$ cat src/rtl/msrr_pkg.sv
// Package with types and constants of the ranged random generator.
`default_nettype none

package msrr_pkg;

    localparam int unsigned StateW  = 31;
    localparam int unsigned DataW   = 32;
    localparam int unsigned MultW   = 15;
    localparam int unsigned ProdW   = StateW + MultW;
    localparam int unsigned DivSteps = StateW;
    localparam int unsigned CntW    = $clog2(DivSteps);

    localparam logic [MultW-1:0]  MsrMult = 15'd16807;
    localparam logic [StateW-1:0] MsrMod  = 31'h7FFF_FFFF;

    typedef enum logic [2:0] {
        ST_IDLE,
        ST_MUL,
        ST_FOLD,
        ST_DIV,
        ST_DONE
    } msrr_state_t;

    typedef struct packed {
        logic start;
        logic mul;
        logic fold;
        logic div_step;
        logic finish;
    } msrr_cmd_t;

endpackage

`default_nettype wire

$ cat src/rtl/msrr_if.sv
// Handshake interfaces for draw requests, results and seed writes.
`default_nettype none

interface msrr_draw_if;
    logic               valid;
    logic               ready;
    logic signed [31:0] range_low;
    logic signed [31:0] range_high;

    modport source (output valid, output range_low, output range_high, input ready);
    modport sink   (input valid, input range_low, input range_high, output ready);
endinterface

interface msrr_result_if;
    logic               valid;
    logic               ready;
    logic [30:0]        raw_value;
    logic signed [31:0] ranged_value;
    logic               span_zero;

    modport source (output valid, output raw_value, output ranged_value, output span_zero,
                    input ready);
    modport sink   (input valid, input raw_value, input ranged_value, input span_zero,
                    output ready);
endinterface

interface msrr_cfg_if;
    logic        valid;
    logic        ready;
    logic [31:0] seed_value;

    modport source (output valid, output seed_value, input ready);
    modport sink   (input valid, input seed_value, output ready);
endinterface

`default_nettype wire

$ cat src/rtl/minimal_standard_random_ranged_core.sv
// Top level of the minimal standard random generator with ranged draws.
// Each draw item passes from acceptance to a valid result through a multiply of the
// state by 16807, a fold of the product modulo 2^31-1, the bit-serial restoring
// remainder unit that reduces the 31-bit raw value by the 32-bit span, and a load of
// the result register. One draw is in flight at a time; the next is accepted while
// the previous result waits to be taken. A seed write is taken in any cycle and
// reloads the state with seed+1 reduced modulo 2^31-1 (one for a zero residue);
// write it only while no draw is in flight.
`default_nettype none

module minimal_standard_random_ranged_core
    import msrr_pkg::*;
(
    input  wire logic    clk,
    input  wire logic    rst_n,
    msrr_draw_if.sink    draw,
    msrr_result_if.source result,
    msrr_cfg_if.sink     cfg
);

    msrr_cmd_t cmd;

    // Seed writes are always taken
    assign cfg.ready = 1'b1;

    msrr_controller u_ctrl (
        .clk       (clk),
        .rst_n     (rst_n),
        .in_valid  (draw.valid),
        .in_ready  (draw.ready),
        .out_valid (result.valid),
        .out_ready (result.ready),
        .cmd       (cmd)
    );

    msrr_datapath u_dp (
        .clk          (clk),
        .rst_n        (rst_n),
        .cmd          (cmd),
        .range_low    (draw.range_low),
        .range_high   (draw.range_high),
        .seed_we      (cfg.valid),
        .seed_value   (cfg.seed_value),
        .raw_value    (result.raw_value),
        .ranged_value (result.ranged_value),
        .span_zero    (result.span_zero)
    );

endmodule

`default_nettype wire

$ cat src/rtl/msrr_datapath.sv
// Datapath: generator state, multiply and fold, restoring remainder unit, result registers.
`default_nettype none

module msrr_datapath
    import msrr_pkg::*;
(
    input  wire logic               clk,
    input  wire logic               rst_n,
    input  wire msrr_cmd_t          cmd,
    input  wire logic signed [31:0] range_low,
    input  wire logic signed [31:0] range_high,
    input  wire logic               seed_we,
    input  wire logic [DataW-1:0]   seed_value,
    output logic [StateW-1:0]       raw_value,
    output logic signed [31:0]      ranged_value,
    output logic                    span_zero
);

    logic [StateW-1:0] state_reg, state_next;
    logic [DataW-1:0]  low_reg;
    logic [DataW-1:0]  span_reg;
    logic [ProdW-1:0]  prod_reg;
    logic [StateW-1:0] dvd_reg;
    logic [DataW-1:0]  rem_reg;
    logic [StateW-1:0] raw_reg;
    logic [DataW-1:0]  ranged_reg;
    logic              zero_reg;

    logic [ProdW-1:0]  prod_next;
    logic [DataW-1:0]  fold1;
    logic [StateW-1:0] fold2;
    logic [DataW-1:0]  seed_inc;
    logic [StateW-1:0] seed_red;
    logic [StateW-1:0] seed_load;
    logic [DataW:0]    rem_shift;
    logic [DataW:0]    rem_diff;
    logic [DataW-1:0]  rem_next;
    logic              span_is_zero;

    // Multiply the state by the generator constant
    assign prod_next = ProdW'(state_reg) * ProdW'(MsrMult);

    // Fold the product twice using 2^31 == 1 modulo 2^31-1
    assign fold1 = DataW'(prod_reg[StateW-1:0]) + DataW'(prod_reg[ProdW-1:StateW]);
    assign fold2 = fold1[StateW-1:0] + StateW'(fold1[DataW-1]);

    // Reduce seed plus one modulo 2^31-1, replace a zero residue with one
    always_comb
    begin
        seed_inc = seed_value + 32'd1;
        seed_red = seed_inc[StateW-1:0] + StateW'(seed_inc[DataW-1]);
        if (seed_red == MsrMod)
        begin
            seed_red = '0;
        end
        seed_load = (seed_red == '0) ? StateW'(1) : seed_red;
    end

    // One restoring remainder step: shift in the next dividend bit, subtract if it fits
    always_comb
    begin
        rem_shift = {rem_reg, dvd_reg[StateW-1]};
        rem_diff  = rem_shift - {1'b0, span_reg};
        rem_next  = rem_diff[DataW] ? rem_shift[DataW-1:0] : rem_diff[DataW-1:0];
    end

    assign span_is_zero = (span_reg == '0);

    // Generator state: reload on seed write, advance on fold
    always_comb
    begin
        state_next = state_reg;
        if (seed_we)
        begin
            state_next = seed_load;
        end
        else if (cmd.fold)
        begin
            state_next = fold2;
        end
    end

    always_ff @(posedge clk or negedge rst_n)
    begin
        if (!rst_n)
        begin
            state_reg <= StateW'(1);
        end
        else
        begin
            state_reg <= state_next;
        end
    end

    // Operand, product, divider and result registers
    always_ff @(posedge clk)
    begin
        if (cmd.start)
        begin
            low_reg  <= DataW'(range_low);
            span_reg <= DataW'(range_high) - DataW'(range_low);
        end
        if (cmd.mul)
        begin
            prod_reg <= prod_next;
        end
        if (cmd.fold)
        begin
            dvd_reg <= fold2;
            rem_reg <= '0;
        end
        if (cmd.div_step)
        begin
            dvd_reg <= {dvd_reg[StateW-2:0], 1'b0};
            rem_reg <= rem_next;
        end
        if (cmd.finish)
        begin
            raw_reg    <= state_reg;
            zero_reg   <= span_is_zero;
            ranged_reg <= span_is_zero ? low_reg : rem_reg + low_reg;
        end
    end

    assign raw_value    = raw_reg;
    assign ranged_value = ranged_reg;
    assign span_zero    = zero_reg;

endmodule

`default_nettype wire

$ cat src/rtl/msrr_controller.sv
// Controller: sequences one draw through multiply, fold, remainder steps and result hand-off.
`default_nettype none

module msrr_controller
    import msrr_pkg::*;
(
    input  wire logic clk,
    input  wire logic rst_n,
    input  wire logic in_valid,
    output logic      in_ready,
    output logic      out_valid,
    input  wire logic out_ready,
    output msrr_cmd_t cmd
);

    msrr_state_t     state_reg, state_next;
    logic [CntW-1:0] cnt_reg, cnt_next;
    logic            out_valid_reg, out_valid_next;

    // State, step counter and result valid registers
    always_ff @(posedge clk or negedge rst_n)
    begin
        if (!rst_n)
        begin
            state_reg     <= ST_IDLE;
            cnt_reg       <= '0;
            out_valid_reg <= 1'b0;
        end
        else
        begin
            state_reg     <= state_next;
            cnt_reg       <= cnt_next;
            out_valid_reg <= out_valid_next;
        end
    end

    // Next state and commands
    always_comb
    begin
        state_next     = state_reg;
        cnt_next       = cnt_reg;
        cmd            = '0;
        in_ready       = 1'b0;
        out_valid_next = out_valid_reg && !out_ready;
        unique case (state_reg)
            ST_IDLE:
            begin
                in_ready = 1'b1;
                if (in_valid)
                begin
                    cmd.start  = 1'b1;
                    state_next = ST_MUL;
                end
            end
            ST_MUL:
            begin
                cmd.mul    = 1'b1;
                state_next = ST_FOLD;
            end
            ST_FOLD:
            begin
                cmd.fold   = 1'b1;
                cnt_next   = CntW'(DivSteps - 1);
                state_next = ST_DIV;
            end
            ST_DIV:
            begin
                cmd.div_step = 1'b1;
                if (cnt_reg == '0)
                begin
                    state_next = ST_DONE;
                end
                else
                begin
                    cnt_next = cnt_reg - CntW'(1);
                end
            end
            ST_DONE:
            begin
                // Hold the finished item until the result register is free
                if (!out_valid_reg || out_ready)
                begin
                    cmd.finish     = 1'b1;
                    out_valid_next = 1'b1;
                    state_next     = ST_IDLE;
                end
            end
            default:
            begin
                state_next = ST_IDLE;
            end
        endcase
    end

    assign out_valid = out_valid_reg;

endmodule

`default_nettype wire

$ cat src/flat_wrapper.sv
// flat-port wrapper written by rule: the top's interface ports become plain ports
module minimal_standard_random_ranged_core_flat import msrr_pkg::*;
  (clk, rst_n, draw_valid, draw_range_low, draw_range_high, draw_ready, result_valid, result_raw_value, result_ranged_value, result_span_zero, result_ready, cfg_valid, cfg_seed_value, cfg_ready);
  msrr_draw_if draw_i ();
  msrr_result_if result_i ();
  msrr_cfg_if cfg_i ();
  input  wire logic clk;
  input  wire logic rst_n;
  input wire logic [$bits(draw_i.valid)-1:0] draw_valid;
  input wire logic [$bits(draw_i.range_low)-1:0] draw_range_low;
  input wire logic [$bits(draw_i.range_high)-1:0] draw_range_high;
  output wire logic [$bits(draw_i.ready)-1:0] draw_ready;
  output wire logic [$bits(result_i.valid)-1:0] result_valid;
  output wire logic [$bits(result_i.raw_value)-1:0] result_raw_value;
  output wire logic [$bits(result_i.ranged_value)-1:0] result_ranged_value;
  output wire logic [$bits(result_i.span_zero)-1:0] result_span_zero;
  input wire logic [$bits(result_i.ready)-1:0] result_ready;
  input wire logic [$bits(cfg_i.valid)-1:0] cfg_valid;
  input wire logic [$bits(cfg_i.seed_value)-1:0] cfg_seed_value;
  output wire logic [$bits(cfg_i.ready)-1:0] cfg_ready;
  assign draw_i.valid = draw_valid;
  assign draw_i.range_low = draw_range_low;
  assign draw_i.range_high = draw_range_high;
  assign draw_ready = draw_i.ready;
  assign result_valid = result_i.valid;
  assign result_raw_value = result_i.raw_value;
  assign result_ranged_value = result_i.ranged_value;
  assign result_span_zero = result_i.span_zero;
  assign result_i.ready = result_ready;
  assign cfg_i.valid = cfg_valid;
  assign cfg_i.seed_value = cfg_seed_value;
  assign cfg_ready = cfg_i.ready;
  minimal_standard_random_ranged_core u_core (.clk(clk), .rst_n(rst_n), .draw(draw_i), .result(result_i), .cfg(cfg_i));
endmodule
$ cat config.mk
export PLATFORM = sky130hd
export DESIGN_NAME = minimal_standard_random_ranged_core_flat
export DESIGN_NICKNAME = d
export VERILOG_FILES = /design/src/rtl/msrr_pkg.sv /design/src/rtl/msrr_if.sv /design/src/rtl/minimal_standard_random_ranged_core.sv /design/src/rtl/msrr_datapath.sv /design/src/rtl/msrr_controller.sv /design/src/flat_wrapper.sv
export SDC_FILE = /design/constraint.sdc
export NUM_CORES = 1
export LEC_CHECK = 0
export BUFFER_PORTS_ARGS = -buffer_cell sky130_fd_sc_hd__buf_2
export CAP_MARGIN = 20
export CORE_MARGIN = 3
export CORE_UTILIZATION = 30
export DETAILED_ROUTE_END_ITERATION = 7
export PLACE_DENSITY = 0.53
export SYNTH_ARGS = -nofsm -noshare
export SYNTH_HDL_FRONTEND = slang
export SYNTH_SLANG_ARGS = --single-unit
$ cat constraint.sdc
create_clock -name clk -period 8.7 [get_ports clk]
set_clock_uncertainty 0.1 [all_clocks]
set_input_delay 1.74 -clock clk [delete_from_list [all_inputs] [get_ports clk]]
set_output_delay 1.74 -clock clk [all_outputs]
set_load 0.01 [all_outputs]
Word-level counts from Yosys, hierarchy flattened
Cells that the tools add are included.
- bits of input ports: 101
- bits in registers: 277
- $add $sub $neg: 8
- reductions and logical operators: 13
- mux-type cells: 26
- equal/unequal tests: 9
- $mul: 1
- operators with widths (operator ; count):
    2-to-1 mux 31 bit ; 6
    2-to-1 mux 32 bit ; 4
    adder 31 x 1 -> 31 bit ; 2
    multiplier 31 x 15 -> 46 bit, second input constant ; 1
    subtractor 33 x 32 -> 33 bit ; 1
    adder 31 x 15 -> 32 bit ; 1
    adder 32 x 1 -> 32 bit, second input constant ; 1
    adder 32 bit ; 1
    logical NOT 32 bit ; 1
    subtractor 32 bit ; 1
    equality test 31 bit, second input constant ; 1
    logical NOT 31 bit ; 1
    one-hot mux 3 bit (5 select lines) ; 1
    2-to-1 mux 1 bit ; 10
    one-hot mux 5 bit (2 select lines) ; 1
    2-to-1 mux 3 bit ; 3
    != test 2 bit, second input constant ; 4
    equality test 3 x 2 -> 1 bit, second input constant ; 2
    nonzero test 2 bit ; 3
    logical NOT 5 bit ; 1
    2-to-1 mux 5 bit ; 1
    subtractor 5 x 1 -> 5 bit, second input constant ; 1
    equality test 3 x 1 -> 1 bit, second input constant ; 1
    equality test 3 bit, second input constant ; 1
    other kinds (6) ; 7

Longest topological paths before layout
Gate-level depths: netlist (run 1).
- depth after elaboration: 7
- mapped depth: 24
- gate-level depth less buffers: 24

Modules after synthesis
A second synthesis (run 1) with hierarchy kept.
- cell total of the unflattened synthesis: 2763
- area total of the unflattened synthesis: 26387.8 µm²
- by module, submodules not included (module ; instances ; area an instance (µm²) ; cells an instance):
    msrr_datapath ; 1 ; 25887.3 ; 2710
    msrr_controller ; 1 ; 489.2 ; 51
    minimal_standard_random_ranged_core ; 1 ; 11.3 ; 2

Worst setup path before layout (run 1)
OpenSTA, ideal clock, no wires.
- kind: reg-to-reg
- start: reg u_core.u_dp.state_reg[15]
- end: reg u_core.u_dp.prod_reg[45], data pin
- required time: 8345 ps
- cell stages (with the launch flop): 25
- setup slack: 2415 ps
- arrival time: 5930 ps
- period minus slack after synthesis: 6285 ps
- cells stage by stage: dfrtp_1 > inv_1 > fa_1 > inv_1 > ha_1 > inv_1 > fa_1 > inv_1 > fa_1 > fa_1 > inv_1 > fa_1 > inv_1 > ha_1 > a21o_1 > a21o_1 > a21o_1 > a211oi_1 > o31a_1 > o211ai_1 > a41o_1 > a41o_1 > a41oi_1 > a21oi_1 > and2_1
- word-level cells in the longest chain between the ends: 1
- RTL lines (element ; line ; text):
    start: declaration ; msrr_datapath.sv:19 ; logic [StateW-1:0] state_reg, state_next;
    start signal: assignment ; msrr_datapath.sv:87 ; state_reg <= StateW'(1);
    start signal: assignment ; msrr_datapath.sv:91 ; state_reg <= state_next;
    multiplier 31 x 15 -> 46 bit ; msrr_datapath.sv:41 ; assign prod_next = ProdW'(state_reg) * ProdW'(MsrMult);
    via u_core.u_dp.prod_next[45] ; msrr_datapath.sv:29 ; logic [ProdW-1:0] prod_next;
    end signal: assignment ; msrr_datapath.sv:105 ; prod_reg <= prod_next;
    end: declaration ; msrr_datapath.sv:22 ; logic [ProdW-1:0] prod_reg;
The timed path passes the listed nets, and every way through them passes these cells.
A chain may end at the register's enable or synchronous reset.

Final worst setup path (run 1)
- start: reg u_core.u_dp.state_reg[11]
- end: reg u_core.u_dp.prod_reg[44], data pin
The elaborated chain is that of the path after synthesis.

==> results of run 1 <==
==> worst paths after layout <==
| check | start | endpoint | slack (ps) | cells after the start |
|---|---|---|---|---|
| max in group asynchronous | rst_n | u_core.u_dp.state_reg[0] | 6970 | 2 |
| setup reg to reg | u_core.u_dp.state_reg[11] | u_core.u_dp.prod_reg[44] | 1520 | 24 |
| setup / recovery | u_core.u_dp.state_reg[11] | u_core.u_dp.prod_reg[44] | 1520 | 24 |
| hold / removal | u_core.u_dp.dvd_reg[0] | u_core.u_dp.dvd_reg[0] | 390 | 1 |
| hold reg to reg | u_core.u_dp.dvd_reg[0] | u_core.u_dp.dvd_reg[0] | 390 | 1 |
| min in group asynchronous | rst_n | u_core.u_dp.state_reg[19] | 980 | 1 |
==> cell usage after synthesis (all sizes together), types with 23 or more instances <==
cell type	n
or3	25
edfxtp	236
ha	303
nand4	44
inv	416
mux2i	36
fa	137
nand2b	36
xnor2	136
xor2	68
nand2	163
nor3	62
o21ai	127
nor2	176
a21o	68
a21oi	159
nand3	66
nor2b	35
and2	28
a31oi	25
clkbuf	46
and3	26
nor4	29
dfrtp	39
o21a	23
==> per-layer routing <==
layer  global-route usage  vias up  wire length (um)
met5                    0        -                 0
met4              0.04116        0              2019
met3              0.02645       79              3931
met2               0.2833      450             37250
met1               0.2119     9948             33810
li1                     -    10290                 -
==> cells in the final DEF, fill, tap and decap left out, types with 25 or more instances in the layout <==
cell and n:
nand4_1 40, nand3_1 64, dfrtp_1 39, nand2b_1 36
clkbuf_16 41, and2_1 26, inv_1 414, edfxtp_1 236
xnor2_1 136, mux2i_1 36, a21o_1 68, nor4_1 28
nor3_1 60, ha_1 303, and3_1 25, o21ai_0 126
nor2_1 174, nor2b_1 35, buf_2 166, fa_1 137
nand2_1 163, a21oi_1 159, a31oi_1 25, xor2_1 68
==> through the flow <==
step           hold WS (ps)  worst slack, ps  area, um^2
2_1_floorplan         349.1             2415       26640
3_3_place_gp          368.0             1244       28760
3_5_place_dp          366.8             1176       28770
4_1_cts               384.0             1477       30110
5_1_grt               401.5             1141       30140
6_report              389.6             1522       30140
==> logic make-up (layout without fill, tap and decap cells) <==
kind of cell,Yosys count,count (layout),synth area share
buffers and inverters,484,667,0.06927
AOI/OAI and AO/OA,610,610,0.1519
xor gates and xnor gates,205,205,0.06791
and+or+nand+nor,756,756,0.1468
DFF,277,277,0.3044
muxes,38,38,0.01437
other,1,3,0.0001408
adders and majority gates,440,440,0.2452
==> layout make-up <==
class	instances	area (um^2)
Fill cell	9004	57290
Multi-Input combinational cell	2050	16710
Timing Repair Buffer	182	963.4
Antenna cell	2	5.005
Sequential cell	277	8109
Inverter	416	1562
Clock buffer	44	1037
Clock inverter	25	304.0
Tap cell	1155	1445
==> worst max-delay path: stages, from the launching register on <==
cell and delay [ps]:
dfrtp_1 600, inv_1 210, fa_1 560, inv_1 40
ha_1 260, inv_1 50, fa_1 490, inv_1 40
ha_1 310, fa_1 530, inv_1 50, fa_1 530
inv_1 40, ha_1 370, and3_1 200, and3_1 180
nand4_1 120, a31oi_1 310, o31a_1 230, nor3_1 110
o41ai_1 370, a21oi_1 160, o31ai_1 620, a31oi_1 210
xnor2_1 170
==> run_results.csv, run 1 <==
group,metric,value,unit
status,status,"finished, final reports clean",
floorplanning,die_area,92420,um^2
place,hpwl,61220,um
worst_setup_path,endpoint_kind,"flop",
timing,fin_setup_tns,0,ps
global_route,grt_max_degree,65,
global_route,grt_usage,0.1635,
worst_setup_path,worstSetupPathType,"flop to flop",
detailed_routing,drt-vias-per-instance,5.002,
logic_synthesis,syn_nets,3352,
timing,slew-limit-headroom,0.3285,
detailed_routing,drtIter0Drc,1165,
logic_synthesis,ys_seq_elements,277,
global_route,grt_pass1_vias,20740,
timing,finalCritPeriodShare,0.8251,
clock_network,cts_hold_buf,0,
clock_network,clockRootBuffer,"clkbuf_16",
clock_network,cts_resized,0,
clock_network,clk_pin_slew,70,ps
flow_run,cap_violations,0,
worst_hold_path,hp-class,"flop to flop",
floorplanning,start_util,0.3047,
logic_synthesis,synthCells,2811,
timing,max_freq,0.1393,GHz
logic_synthesis,yosysWarnings,0,
clock_network,cts.sinks,277,
floorplanning,rows,108,
detailed_routing,avgRoutedWirePerCell,18.55,um
finish,drive_gt1_frac,0.1015,
logic_synthesis,syn_area_per_cell,9.478,um^2
worst_setup_path,crit_path_start_kind,"flop",
detailed_routing,drtPass1Iterations,6,
timing,slew_viol_final,0,
logic_synthesis,ys_seq_area_frac,0.3044,
worst_setup_path,arrival,7370,ps
finish,largest_reg_flops,46,
clock_network,htreeDepth,2,
global_route,grt_pass1_wl,120000,um
detailed_routing,postRouteWirelength,77020,um
place,numPortBuffers,166,
floorplanning,design.core.area,87430,um^2
detailed_routing,antenna_left,0,
global_route,grt_remaining_overflow,0,
timing,min_period,7178,ps
logic_synthesis,ys.flop_type,"edfxtp_1",
logic_synthesis,yosys.area.top_type,"edfxtp_1",
timing,rsz0062_at_grt,"false",
worst_setup_path,crit_fanout,7,
clock_network,clk_latency,580,ps
global_route,antenna_found_initial,1,
clock_network,cts_tree,"yes",
floorplanning,dieHeight,304.0,um
logic_synthesis,synthTopCellsByArea,"edfxtp_1 (27%), ha_1 (14%), fa_1 (10%)",
timing,finalSetupViolCount,0,
logic_synthesis,syn_area,26640,um^2
clock_network,postCtsSetupRepairBufs,0,
timing,worstMarginPinSlew,1007,ps
finish,final_net_count,3507,
detailed_routing,dr_total_vias,20760,
place,post-place-cells,4078,
floorplanning,die_w,304.0,um
clock_network,cts_buffer_depth,3,
logic_synthesis,netlist.area_leader.share,0.2660,
finish,final_cells,4151,
worst_setup_path,cp_data_required_time,8890,ps
floorplanning,num_io_pins,168,
clock_network,numCtsBuffers,39,
place,gp_congestion,0.8773,
logic_synthesis,ys_async_sr_fraction,0.1444,
detailed_routing,drc,0,
finish,syn2layout_area_growth,13.13,%
finish,final_util,0.3447,
timing,hold_viol,0,
logic_synthesis,synth-edff-count,236,
logic_synthesis,synth_cell_types,101,
Power of run 1 is not shown: default switching activity piles up to over one toggle a cycle in this logic, so the estimate is an artifact.
==> run 2: changes to the inputs <==
Settings changed: ABC_AREA from default to 1.
Clock period 8.7 ns to 6.95 ns, I/O delays scaled along.
==> run_results.csv, run 2 <==
group,metric,value,unit
status,status,"finished, final reports clean",
worst_setup_path,worstSetupPathType,"flop to flop",
detailed_routing,drtPass1Iterations,5,
logic_synthesis,syn_nets,3900,
flow_run,cap_violations,0,
place,numPortBuffers,166,
timing,fin_setup_tns,0,ps
worst_setup_path,r2r_end,"u_core.u_dp.prod_reg[42]",
clock_network,cts_hold_buf,0,
global_route,antenna_found_initial,2,
clock_network,numCtsBuffers,38,
floorplanning,num_io_pins,168,
worst_setup_path,arrival,6720,ps
global_route,grt_pass1_vias,22680,
clock_network,cts_tree,"yes",
worst_setup_path,crit_fanout,6,
detailed_routing,drtIter0Drc,1233,
logic_synthesis,ys_seq_area_frac,0.2992,
place,post-place-ws,406.2,ps
timing,slew_viol_final,0,
finish,drive_gt1_frac,0.09749,
detailed_routing,drc,0,
floorplanning,rows,109,
timing,rsz0062_at_grt,"false",
finish,largest_reg_flops,46,
clock_network,cts_buffer_depth,3,
timing,finalCritPeriodShare,0.9344,
timing,slew-limit-headroom,0.3449,
worst_setup_path,crit_path_start_kind,"flop",
timing,setup_ws,456.0,ps
clock_network,htreeDepth,2,
logic_synthesis,yosys.area.top_type,"edfxtp_1",
floorplanning,die_w,306.6,um
detailed_routing,avgRoutedWirePerCell,17.49,um
logic_synthesis,synth-edff-count,236,
timing,finalSetupViolCount,0,
detailed_routing,dr_total_vias,22420,
worst_setup_path,crit_end,"u_core.u_dp.prod_reg[42]",
place,gp_congestion,0.9130,
clock_network,clk_pin_slew,60,ps
global_route,grt_remaining_overflow,0,
logic_synthesis,netlist.area_leader.share,0.2615,
clock_network,cts_resized,0,
worst_setup_path,r2r-start,"u_core.u_dp.state_reg[16]",
floorplanning,start_util,0.3048,
logic_synthesis,ys_seq_elements,277,
logic_synthesis,syn_area,27100,um^2
clock_network,clk_latency,600,ps
finish,syn2layout_area_growth,13.96,%
global_route,grt_pass1_wl,128000,um
logic_synthesis,synth_commonest_cells,"nand2_1 (651), inv_1 (641), nor2_1 (322), ha_1 (303), edfxtp_1 (236)",
place,hpwl,69180,um
finish,nFillCells,9486,
logic_synthesis,synthTopCellsByArea,"edfxtp_1 (26%), ha_1 (14%), fa_1 (10%)",
clock_network,postCtsSetupRepairBufs,0,
timing,max_freq,0.1540,GHz
worst_setup_path,reg2regPathDepth,26,
timing,hold_viol,0,
logic_synthesis,yosysWarnings,0,
logic_synthesis,synthCells,3359,
finish,antenna_cells,0,
finish,mostFrequentLayoutCell,"nand2_1",
logic_synthesis,synth_most_common_cell,"nand2_1",
worst_setup_path,startpoint,"u_core.u_dp.state_reg[16]",
finish,final_cells,4755,
finish,final_cell_mix,"nand2_1 (651), inv_1 (641), nor2_1 (319)",
clock_network,clockRootBuffer,"clkbuf_16",
finish,final_net_count,4102,
detailed_routing,antenna_left,0,
detailed_routing,postRouteWirelength,83190,um
floorplanning,design.core.area,88920,um^2
detailed_routing,drt-vias-per-instance,4.715,
worst_hold_path,hp-class,"flop to flop",
place,post-place-cells,4686,
clock_network,cts.sinks,277,
worst_setup_path,endpoint_kind,"flop",
logic_synthesis,ys.flop_type,"edfxtp_1",
floorplanning,die_area,93980,um^2
global_route,grt_max_degree,65,
worst_setup_path,regToRegSetupSlack,460,ps
worst_setup_path,cp_data_required_time,7180,ps
timing,worstMarginPinSlew,972.4,ps
floorplanning,dieHeight,306.6,um
logic_synthesis,syn_area_per_cell,8.069,um^2
global_route,grt_usage,0.1757,
logic_synthesis,ys_async_sr_fraction,0.1444,
timing,min_period,6494,ps
logic_synthesis,synth_cell_types,61,
-- run 2: final cells by class --
type / count / area (um^2) / area share
clock buffers: 42 / 975.9 / 0.03160
multi-input cells: 2401 / 16460 / 0.5328
flip-flops and latches: 277 / 8109 / 0.2625
clock inverters: 27 / 377.9 / 0.01223
inverters: 646 / 2425 / 0.07851
well taps: 1165 / 1458 / 0.04719
repair buffers: 197 / 1084 / 0.03508
-- run 2: how the worst min path moves through the flow --
stage                              from                  endpoint  slack [ps]  cells past startpoint
3_5_place_dp     u_core.u_dp.dvd_reg[0]    u_core.u_dp.dvd_reg[0]         380                      2
4_1_cts          u_core.u_dp.dvd_reg[0]    u_core.u_dp.dvd_reg[0]         380                      2
5_1_grt        u_core.u_ctrl.cnt_reg[4]  u_core.u_ctrl.cnt_reg[4]         410                      1
2_1_floorplan    u_core.u_dp.dvd_reg[0]    u_core.u_dp.dvd_reg[0]         350                      2
3_3_place_gp     u_core.u_dp.dvd_reg[0]    u_core.u_dp.dvd_reg[0]         370                      2
6_report         u_core.u_dp.dvd_reg[0]    u_core.u_dp.dvd_reg[0]         380                      2
-- run 2: critical path, cell delays in order, from the launching register on --
cell and delay (ps):
dfrtp_1 530, inv_1 200, fa_1 540, inv_1 40, ha_1 260, inv_1 50
fa_1 500, inv_1 50, fa_1 480, fa_1 550, inv_1 60, fa_1 540
inv_1 40, ha_1 350, a21oi_1 220, o21ai_0 110, a21o_1 160, a31oi_1 210
inv_1 70, a21oi_1 210, o21ai_0 160, a21oi_1 260, nor2_1 70, nor2_1 160
nor2_1 80, a21oi_1 160, xor2_1 80
-- run 2: routing by layer --
metal | vias up | part of all wire | wire length, um | GRT usage
li1 | 11410 | - | - | -
met1 | 10480 | 0.45 | 37100 | 0.2234
met2 | 425 | 0.48 | 40240 | 0.3102
met3 | 105 | 0.039 | 3218 | 0.02300
met4 | 2 | 0.031 | 2615 | 0.05412
met5 | - | 0.00024 | 20 | 0
-- run 2: stage by stage --
stage          utilization  hold WS [ps]  instance area [um^2]
5_1_grt             0.3473         411.4                 30890
6_report            0.3473         379.6                 30890
2_1_floorplan            -         352.9                 27100
3_3_place_gp        0.3318         370.9                 29500
4_1_cts             0.3473         382.8                 30890
3_5_place_dp        0.3321         375.8                 29530
-- run 2: kinds of logic (layout without fill, tap and decap cells) --
kind of cell	after synthesis	count (layout)	share of synthesized area
xor gates and xnor gates	159	159	0.05138
DFF	277	277	0.2992
adders and majority gates	440	440	0.2411
other	1	1	0.0001384
AOI/OAI and AO/OA	488	488	0.1035
and+or+nand+nor	1313	1313	0.2097
buffers and inverters	681	912	0.09501
Power of run 2 is left out for the same reason.
==> run 3: changes to the inputs <==
Settings changed: CORE_ASPECT_RATIO from default to 1.1, HOLD_SLACK_MARGIN from default to 0.1, SYNTH_HIERARCHICAL from default to 1.
==> run_results.csv, run 3 <==
group,metric,value,unit
worst_setup_path,r2r-start,"u_core/u_dp/state_reg[9]",
finish,drive_gt1_frac,0.09406,
worst_setup_path,cp_data_required_time,7160,ps
timing,hold_viol,0,
floorplanning,rows,114,
worst_hold_path,hp-class,"flop to flop",
timing,max_freq,0.1546,GHz
timing,slew_viol_final,0,
logic_synthesis,synthTopCellsByArea,"edfxtp_1 (26%), ha_1 (14%), fa_1 (10%)",
timing,fin_setup_tns,0,ps
floorplanning,start_util,0.3049,
worst_setup_path,worstSetupPathType,"flop to flop",
finish,final_util,0.3448,
finish,final_cells,4732,
detailed_routing,dr_total_vias,22330,
floorplanning,design.core.area,88580,um^2
detailed_routing,drtIter0Drc,1299,
global_route,grt_usage,0.1783,
finish,final_net_count,4083,
detailed_routing,drtPass1Iterations,5,
clock_network,cts_buffer_depth,3,
floorplanning,die_w,292.1,um
status,status,"finished, final reports clean",
clock_network,htreeDepth,2,
logic_synthesis,synth_commonest_cells,"nand2_1 (671), inv_1 (626), nor2_1 (333), ha_1 (302), edfxtp_1 (236)",
logic_synthesis,ys.flop_type,"edfxtp_1",
timing,finalSetupViolCount,0,
global_route,grt_remaining_overflow,0,
global_route,grt_max_degree,85,
logic_synthesis,synth_most_common_cell,"nand2_1",
logic_synthesis,yosys.area.top_type,"edfxtp_1",
clock_network,clockRootBuffer,"clkbuf_16",
worst_setup_path,crit_fanout,6,
logic_synthesis,syn_area,27010,um^2
worst_setup_path,reg2regPathDepth,25,
detailed_routing,antenna_left,0,
worst_hold_path,hp-start,"u_core/u_dp/dvd_reg[0]",
floorplanning,num_io_pins,168,
detailed_routing,avgRoutedWirePerCell,17.76,um
floorplanning,dieHeight,320.7,um
clock_network,cts_tree,"yes",
place,numPortBuffers,166,
clock_network,clk_pin_slew,50,ps
logic_synthesis,syn_area_per_cell,8.059,um^2
detailed_routing,drc,0,
worst_setup_path,regToRegSetupSlack,480,ps
global_route,grt_pass1_vias,22400,
worst_setup_path,r2r_end,"u_core/u_dp/prod_reg[42]",
place,post-place-cells,4664,
place,gp_congestion,0.9082,
clock_network,postCtsSetupRepairBufs,0,
logic_synthesis,ys_async_sr_fraction,0.1444,
place,hpwl,68840,um
timing,worstMarginPinSlew,938.8,ps
logic_synthesis,yosysWarnings,6,
floorplanning,die_area,93660,um^2
clock_network,numCtsBuffers,37,
timing,slew-limit-headroom,0.3741,
logic_synthesis,synthCells,3351,
clock_network,cts_resized,0,
logic_synthesis,ys_seq_area_frac,0.3003,
logic_synthesis,syn_nets,3891,
global_route,grt_pass1_wl,129900,um
detailed_routing,drt-vias-per-instance,4.718,
worst_setup_path,crit_path_start_kind,"flop",
logic_synthesis,netlist.area_leader.share,0.2624,
worst_setup_path,endpoint_kind,"flop",
finish,largest_reg_flops,46,
logic_synthesis,ys_seq_elements,277,
clock_network,clk_latency,570,ps
worst_hold_path,min_to,"u_core/u_dp/dvd_reg[0]",
finish,mostFrequentLayoutCell,"nand2_1",
finish,final_cell_mix,"nand2_1 (670), inv_1 (626), nor2_1 (330)",
finish,antenna_cells,0,
timing,min_period,6469,ps
logic_synthesis,synth-edff-count,236,
worst_setup_path,arrival,6680,ps
logic_synthesis,synth_cell_types,54,
timing,rsz0062_at_grt,"false",
worst_hold_path,min_path_cells,2,
global_route,antenna_found_initial,1,
timing,finalCritPeriodShare,0.9308,
finish,nFillCells,9327,
flow_run,cap_violations,0,
finish,syn2layout_area_growth,13.09,%
clock_network,cts.sinks,277,
detailed_routing,postRouteWirelength,84040,um
clock_network,cts_hold_buf,0,
==> run 3: layout make-up <==
class                      count  area [um^2]  share of cell area
multi-input combinational   2396        16360              0.5357
sequential                   277         8109              0.2655
inverter                     638         2395             0.07841
tap                         1160         1451             0.04752
timing repair buffer         193         1033             0.03384
clock buffer                  47        983.4             0.03220
clock inverter                21        207.7            0.006801
==> run 3: through the flow <==
stage / setup slack [ps] / instance area, um^2 / hold slack, ps
floorplan: 510.0 / 27010 / 341.3
global placement: 571.5 / 29350 / 352.3
detailed placement: 471.4 / 29350 / 355.8
CTS: 480.1 / 30540 / 362.9
global route: 35.73 / 30540 / 399.6
finish: 481.1 / 30540 / 363.3
==> run 3: cells by family after synthesis <==
logic type | count (synthesis) | share of synthesized area
flops | 277 | 0.3003
compound gates | 468 | 0.09975
simple gates | 1334 | 0.2134
xor+xnor | 154 | 0.04994
buf+inv | 678 | 0.09502
fa+ha+maj | 439 | 0.2415
other cells | 1 | 0.0001389
==> run 3: metal layers <==
metal | routed length, um | vias up | GRT usage
met4 | 2414 | 0 | 0.05109
met2 | 41370 | 452 | 0.3181
met3 | 3022 | 92 | 0.01994
met1 | 37230 | 10470 | 0.2273
li1 | - | 11310 | -
met5 | 0 | - | 0
==> run 3: critical path, stage by stage (launching register included) <==
cell and delay [ps]:
dfrtp_1 470, inv_1 170, fa_1 560, inv_1 40, ha_1 260, inv_1 50, fa_1 490, inv_1 40
ha_1 320, fa_1 560, inv_1 60, fa_1 530, inv_1 40, ha_1 340, a21oi_1 140, o21ai_0 90
o21bai_1 190, a21boi_0 320, o21ai_1 170, a21oi_1 230, o21ai_1 130, a21boi_0 430, o21ai_1 190, nand3_1 100
nand2_1 60, xor2_1 130
==> run 3: how the worst max path moves through the flow <==
| stage | from | endpoint | slack (ps) | depth (start not counted) |
|---|---|---|---|---|
| final | u_core/u_dp/state_reg[9] | u_core/u_dp/prod_reg[42] | 480 | 25 |
| after global routing | u_core/u_dp/state_reg[9] | u_core/u_dp/prod_reg[42] | 40 | 25 |
| after CTS | u_core/u_dp/state_reg[9] | u_core/u_dp/prod_reg[42] | 480 | 25 |
| after detailed placement | u_core/u_dp/state_reg[9] | u_core/u_dp/prod_reg[42] | 470 | 25 |
| after global placement | u_core/u_dp/state_reg[10] | u_core/u_dp/prod_reg[42] | 570 | 25 |
| after floorplan | draw_valid | u_core/u_dp/low_reg[0] | 510 | 2 |
Power of run 3 is left out for the same reason.
